<file path="src/rtl/bcg_pkg.sv">
`default_nettype none

package bcg_pkg;

    localparam int CH_W      = 8;
    localparam int RGB_W     = 3 * CH_W;
    localparam int COORD_W   = 12;
    localparam int SIZE_W    = 13;
    localparam int CFG_IDX_W = 3;
    localparam int NUM_CH    = 3;

    localparam int MAX_WIDTH  = 4096;
    localparam int MAX_HEIGHT = 4096;

    // |b - a| * pos fits here; quotient never exceeds one channel
    localparam int PROD_W   = CH_W + COORD_W;
    localparam int Q_STEPS  = CH_W;
    localparam int LERP_LAT = Q_STEPS + 2;
    localparam int PIPE_LAT = 2 * LERP_LAT;

    typedef enum logic [CFG_IDX_W-1:0] {
        REG_TOP_LEFT     = 3'd0,
        REG_TOP_RIGHT    = 3'd1,
        REG_BOTTOM_LEFT  = 3'd2,
        REG_BOTTOM_RIGHT = 3'd3,
        REG_FILL_WIDTH   = 3'd4,
        REG_FILL_HEIGHT  = 3'd5
    } cfg_reg_t;

    localparam logic [RGB_W-1:0]  TOP_LEFT_RST     = 24'hFF0000;
    localparam logic [RGB_W-1:0]  TOP_RIGHT_RST    = 24'h0000FF;
    localparam logic [RGB_W-1:0]  BOTTOM_LEFT_RST  = 24'hFFFF00;
    localparam logic [RGB_W-1:0]  BOTTOM_RIGHT_RST = 24'h00FF00;
    localparam logic [SIZE_W-1:0] FILL_WIDTH_RST   = 13'd1080;
    localparam logic [SIZE_W-1:0] FILL_HEIGHT_RST  = 13'd720;

endpackage

`default_nettype wire

</file>
<file path="src/rtl/bcg_lerp.sv">
`default_nettype none

// a + trunc((b - a) * pos / span), one quotient bit per divide stage.
// Needs pos <= span and span >= 1; stages advance only while en is high.
module bcg_lerp (
    input  logic                         clk,
    input  logic                         en,
    input  logic [bcg_pkg::CH_W-1:0]     a,
    input  logic [bcg_pkg::CH_W-1:0]     b,
    input  logic [bcg_pkg::COORD_W-1:0]  pos,
    input  logic [bcg_pkg::COORD_W-1:0]  span,
    output logic [bcg_pkg::CH_W-1:0]     res
);
    import bcg_pkg::*;

    logic signed [CH_W:0] diff;
    logic        [CH_W:0] diff_neg;
    logic [CH_W-1:0]      diff_mag;
    logic [PROD_W-1:0]    prod;

    logic [PROD_W-1:0] rem_reg  [0:Q_STEPS-1];
    logic [CH_W-1:0]   q_reg    [0:Q_STEPS];
    logic              neg_reg  [0:Q_STEPS];
    logic [CH_W-1:0]   base_reg [0:Q_STEPS];
    logic [CH_W-1:0]   q_signed;
    logic [CH_W-1:0]   res_reg;

    assign diff     = $signed({1'b0, b}) - $signed({1'b0, a});
    assign diff_neg = -diff;
    assign diff_mag = diff[CH_W] ? diff_neg[CH_W-1:0] : diff[CH_W-1:0];
    assign prod     = PROD_W'(diff_mag) * PROD_W'(pos);

    always_ff @(posedge clk)
    begin
        if (en)
        begin
            rem_reg[0]  <= prod;
            q_reg[0]    <= '0;
            neg_reg[0]  <= diff[CH_W];
            base_reg[0] <= a;
        end
    end

    // restoring division, quotient MSB first
    for (genvar j = 0; j < Q_STEPS; j++)
    begin : g_step
        localparam int SH = Q_STEPS - 1 - j;
        logic [PROD_W-1:0] dvs;
        logic              ge;

        assign dvs = PROD_W'(span) << SH;
        assign ge  = rem_reg[j] >= dvs;

        always_ff @(posedge clk)
        begin
            if (en)
            begin
                q_reg[j+1]    <= {q_reg[j][CH_W-2:0], ge};
                neg_reg[j+1]  <= neg_reg[j];
                base_reg[j+1] <= base_reg[j];
            end
        end

        if (j < Q_STEPS - 1)
        begin : g_rem
            always_ff @(posedge clk)
            begin
                if (en)
                begin
                    rem_reg[j+1] <= ge ? rem_reg[j] - dvs : rem_reg[j];
                end
            end
        end
    end

    assign q_signed = neg_reg[Q_STEPS] ? -q_reg[Q_STEPS] : q_reg[Q_STEPS];

    always_ff @(posedge clk)
    begin
        if (en)
        begin
            res_reg <= base_reg[Q_STEPS] + q_signed;
        end
    end

    assign res = res_reg;

endmodule

`default_nettype wire

</file>
<file path="config.mk">
export PLATFORM = sky130hd
export DESIGN_NAME = bcg_lerp
export DESIGN_NICKNAME = d
export VERILOG_FILES = /design/src/rtl/bcg_pkg.sv /design/src/rtl/bcg_lerp.sv
export SDC_FILE = /design/constraint.sdc
export NUM_CORES = 1
export LEC_CHECK = 0
export BUFFER_PORTS_ARGS = -buffer_cell sky130_fd_sc_hd__buf_4
export CELL_PAD_IN_SITES_DETAIL_PLACEMENT = 0
export CELL_PAD_IN_SITES_GLOBAL_PLACEMENT = 2
export CORE_MARGIN = 10
export CORE_UTILIZATION = 40
export DETAILED_ROUTE_END_ITERATION = 10
export PLACE_DENSITY = 0.86
export SYNTH_ARGS = -nofsm -noshare
export SYNTH_HDL_FRONTEND = slang
export SYNTH_SLANG_ARGS = --single-unit
</file>
<file path="constraint.sdc">
create_clock -name clk -period 7.03 [get_ports clk]
set_input_delay 0.703 -clock clk [delete_from_list [all_inputs] [get_ports clk]]
set_output_delay 0.703 -clock clk [all_outputs]
set_load 0.02 [all_outputs]
</file>
== Word level (Yosys, flattened, before mapping) ==
Memories as Yosys holds them, arrays and structs flattened.
Index checks and enable logic that the tools add are counted.

* Register bits: 8
* Memory bits (writable): 313
* Input bits: 42
* Output and inout bits: 8
* Word-level logic and storage cells: 36
* Memories: 4

* Add/subtract/negate cells: 11
* Multiply operators: 1
* Order comparisons: 8
* Muxes and demuxes: 11

{| class="wikitable"
|+ Memory list
! name !! words !! bits a word !! rd ports !! clocked after memory_dff !! write ports !! RTL line !! RTL
|-
| rem_reg || 8 || 20 || 8 || 0 || 8 || bcg_lerp.sv:21 || <nowiki>logic [PROD_W-1:0] rem_reg [0:Q_STEPS-1];</nowiki>
|-
| base_reg || 9 || 8 || 9 || 0 || 9 || bcg_lerp.sv:24 || <nowiki>logic [CH_W-1:0] base_reg [0:Q_STEPS];</nowiki>
|-
| q_reg || 9 || 8 || 9 || 0 || 9 || bcg_lerp.sv:22 || <nowiki>logic [CH_W-1:0] q_reg [0:Q_STEPS];</nowiki>
|-
| neg_reg || 9 || 1 || 9 || 0 || 9 || bcg_lerp.sv:23 || <nowiki>logic neg_reg [0:Q_STEPS];</nowiki>
|}

{| class="wikitable"
|+ Operator list
! kind !! count
|-
| 20-bit two-way mux || 7
|-
| 20-bit by 12-bit >= comparator with 1-bit output || 1
|-
| 20-bit by 13-bit >= comparator with 1-bit output || 1
|-
| 20-bit by 14-bit >= comparator with 1-bit output || 1
|-
| 20-bit by 15-bit >= comparator with 1-bit output || 1
|-
| 20-bit by 16-bit >= comparator with 1-bit output || 1
|-
| 20-bit by 17-bit >= comparator with 1-bit output || 1
|-
| 20-bit by 18-bit >= comparator with 1-bit output || 1
|-
| 20-bit by 19-bit >= comparator with 1-bit output || 1
|-
| 8-bit by 12-bit multiplier with 20-bit output || 1
|-
| 20-bit by 13-bit subtractor with 20-bit output || 1
|-
| 20-bit by 14-bit subtractor with 20-bit output || 1
|-
| 20-bit by 15-bit subtractor with 20-bit output || 1
|-
| 20-bit by 16-bit subtractor with 20-bit output || 1
|-
| 20-bit by 17-bit subtractor with 20-bit output || 1
|-
| 20-bit by 18-bit subtractor with 20-bit output || 1
|-
| 20-bit by 19-bit subtractor with 20-bit output || 1
|-
| 8-bit two-way mux || 2
|-
| 8-bit negator || 2
|-
| 8-bit by 8-bit subtractor with 9-bit output || 1
|-
| 8-bit adder || 1
|-
| 1-bit two-way mux || 2
|}

== Depth between registers and ports, before layout ==
* Word-level depth: 4
* Mapped depth: 27
* Mapped depth without buffers: 26

== Worst setup path before layout ==
OpenSTA, ideal clock, no wires.

* Path type: input to register
* Start point: in b[0] in the netlist's numbering
* End point: mem rem_reg[0][19] in the netlist's numbering, data pin
* Setup time: 0.258 ns
* Arrival time: 6.534 ns
* Data required time: 6.772 ns
* Slack: 0.238 ns
* Stages on the path: 25
* Buffers on the path: 1
* Path through: inv_1 -> ha_1 -> inv_1 -> fa_1 -> xnor2_1 -> nand3_1 -> or3_1 -> o31a_1 -> xnor2_1 -> buf_4 -> and2_1 -> fa_1 -> inv_1 -> fa_1 -> fa_1 -> fa_1 -> inv_1 -> ha_1 -> a21o_1 -> a21oi_1 -> inv_1 -> a2111o_1 -> a41oi_1 -> o31a_1 -> xnor2_1

{| class="wikitable"
|+ RTL lines
! element !! RTL line !! RTL
|-
| from (decl) || bcg_lerp.sv:9 || <nowiki>input logic [bcg_pkg::CH_W-1:0] b,</nowiki>
|-
| to (decl) || bcg_lerp.sv:21 ||
|}

==> results.toml <==
[run_status]
outcome = "finished, final reports clean"

[global_routing]
grt-ovfl-total = 0
grt_max_degree = 168
grt_pass1_vias = 12326
grt_pass1_wl_um = 59800
antenna_found_initial = 0
grtUsageTotal_pct = 13.4

[timing]
finalSetupViolCount = 0
period_needed_ns = 6.59
worst_pin_slew_ns = 1.00
holdWs_ns = 0.307
hold_viol = 0
fmax_mhz = 152
slew_violations = 0
max_slew_margin_pct = 32.8
rsz0062_at_grt = "false"
setup_ws_ns = 0.442
final.setup_skew_ns = 0.0152
finalCritPeriodShare_pct = 93.7

[worst_hold_path]
hp-class = "input port to register"
worst_hold_path.num_cells = 1

[die]
die_area_um2 = 54200
start_util_pct = 40.7
core_um2 = 44500
io-pin-count = 50
die_h_um = 233
die-width_um = 233
rows = 77

[yosys]
ys_warn_count = 0
synth_area_um2 = 18100
synth.avg_cell_area_um2 = 11.6
synthArstFlopShare_pct = 0
synth_seq_area_share_pct = 47.3
synth_edf_count = 285
postSynthNetCount = 1831
synthCells = 1567
synth_seq_cells = 285
synth_top_flop_cell = "edfxtp_1"
ys_types = 70

[setup_path]
r2r_start = "rem_reg[5][2]"
crit_family = "adder cells"
endpoint_kind = "register"
r2r-end = "rem_reg[6][7]"
slowest_stage = "fa_1"
slowest_delay_ns = 0.55
crit_type = "input port to register"
setup.worst_path.end = "rem_reg[0][19]"
cp.depth = 26
startpoint = "b[0]"
required_ns = 7.35
rrSetupSlack_ns = 3.65
worstSetupStartpointType = "input port"
cp.arrival_ns = 6.91
worstPathMaxFanout = 8
worstPathBufferInverterCount = 6
worst-r2r-cell-count = 9

[power_and_ir_drop]
leakage_nw = 8.03
powerDensity_nw_per_um2 = 514
finalPower_mw = 10.5
irDropWorstVdd_mv = 0.697

[finish]
diodes = 0
largest_register_ffs = 160
syn_to_final_growth_pct = 12.4
drive_gt1_share_pct = 8.84
layout.nets = 1914
final_cells = 2267

[run]
maxCapViolCount = 0

[detailed_routing]
wl_um = 35100
via_per_inst = 5.13
remaining_drc_errors = 0
drt_first_pass_iters = 5
drt_iter0_markers = 537
vias = 11625
ant_nets = 0
wl_per_cell_um = 15.5

[cts]
clk_pin_slew_ns = 0.07
post-cts-setup-buffers = 0
cts_tree = "done"
clock_latency_ns = 0.58
ctsHoldBuffers = 0
cts_root_buf = "clkbuf_16"
numCtsBuffers = 31
post_cts_resized = 0
clockBufferDepth = 3
cts-htree-levels = 1
cts.sinks = 285

[placed_design]
io_buffers = 49
gp_congestion = 0.854
dpl.cell_count = 2209
place_ws_ns = -0.137
dp_hpwl_um = 26400
==> worst reg2reg max path, cell delays in order, from the launching register on <==
cell and delay, ns:
edfxtp_1 0.39, inv_1 0.07, ha_1 0.18, fa_1 0.22, nor2b_1 0.07, o31ai_1 0.38, a21oi_1 0.23, a21oi_1 0.51
nand2_1 0.59, mux2_1 0.50
==> per-stage QoR <==
stage	util (%)	cell area, µm²	setup TNS, ns
6_report	45.7	20300	0
2_1_floorplan	-	18100	0
3_3_place_gp	43.4	19300	-0.0574
5_1_grt	45.7	20300	0
3_5_place_dp	43.4	19300	-0.185
4_1_cts	45.7	20300	0
==> cells in the final DEF (no fill, tap or decap), types with 9 or more instances in the layout <==
master | Yosys | layout
nor3_1 | 32 | 32
nor2_1 | 95 | 95
clkbuf_16 | 0 | 31
o21a_1 | 27 | 27
ha_1 | 153 | 153
mux2_1 | 9 | 9
nand3_1 | 14 | 14
a211oi_1 | 9 | 9
nand4_1 | 12 | 12
o21ai_1 | 25 | 26
a21oi_1 | 109 | 109
a21o_1 | 24 | 24
xor2_1 | 44 | 44
inv_1 | 130 | 130
nand2_1 | 85 | 85
nor2b_1 | 60 | 60
or3_1 | 14 | 14
mux2_2 | 11 | 11
and2_1 | 37 | 37
o31a_1 | 9 | 9
nor4_1 | 13 | 13
o31ai_1 | 13 | 13
edfxtp_1 | 285 | 285
o21ai_0 | 52 | 51
nand2b_1 | 32 | 32
fa_1 | 69 | 69
buf_4 | 1 | 72
o21bai_1 | 12 | 12
xnor2_1 | 73 | 73
==> logic make-up after synthesis <==
| family | after synthesis | share of synthesized area, % |
|---|---|---|
| xor gates and xnor gates | 117 | 5.66 |
| adders and majority gates | 222 | 18.2 |
| and+or+nand+nor | 428 | 12.3 |
| AOI/OAI and AO/OA | 334 | 11.8 |
| muxes | 24 | 1.47 |
| buffers and inverters | 157 | 3.35 |
| DFF | 285 | 47.3 |
==> synth_stat cells, types with 13 or more instances <==
| cell | count | share of area [%] |
|---|---|---|
| nand2b_1 | 32 | 1.1 |
| nor2b_1 | 60 | 2.1 |
| ha_1 | 153 | 11 |
| o21ai_1 | 25 | 0.69 |
| xor2_1 | 44 | 2.1 |
| a21o_1 | 24 | 1.0 |
| o21ai_0 | 52 | 1.4 |
| nor2_1 | 95 | 2.0 |
| o21a_1 | 27 | 1.1 |
| inv_1 | 130 | 2.7 |
| a21oi_1 | 109 | 3.0 |
| nor3_1 | 32 | 0.88 |
| nand2_1 | 85 | 1.8 |
| or3_1 | 14 | 0.48 |
| o31ai_1 | 13 | 0.54 |
| fa_1 | 69 | 7.6 |
| xnor2_1 | 73 | 3.5 |
| nand3_1 | 14 | 0.39 |
| nor4_1 | 13 | 0.45 |
| clkbuf_1 | 13 | 0.27 |
| and2_1 | 37 | 1.3 |
| edfxtp_1 | 285 | 47 |
==> report_power, final <==
part	total, mW	switching (mW)	internal [mW]	leakage [nW]
Combinational	5.83	3.10	2.73	4.78
Clock	1.64	0.682	0.962	0.503
Sequential	2.99	0.262	2.73	2.75
==> layer usage <==
layer	share of wire [%]	GRT usage, %
met1	44	15.9
met3	3.0	1.90
met4	1.9	3.47
met5	0	0
met2	52	24.7
==> area by class of cell <==
cell class / count / area (µm²)
inverters: 133 / 499
multi-input cells: 1125 / 8940
well taps: 592 / 741
fillers: 4145 / 24200
repair buffers: 74 / 576
flip-flops and latches: 285 / 8560
clock inverters: 23 / 245
clock buffers: 35 / 791
==> worst min path at each step <==
| stage | slack, ns | to | start |
|---|---|---|---|
| floorplan | 0.40 | base_reg[0][10] | base_reg[0][2] |
| detailed placement | 0.40 | base_reg[0][16] | base_reg[0][8] |
| global route | 0.28 | base_reg[0][0] | a[0] |
| finish | 0.31 | base_reg[0][1] | a[1] |
| CTS | 0.28 | base_reg[0][1] | a[1] |
| global placement | 0.40 | base_reg[0][36] | base_reg[0][28] |
Note: power is estimated with default switching activity, not from simulation.
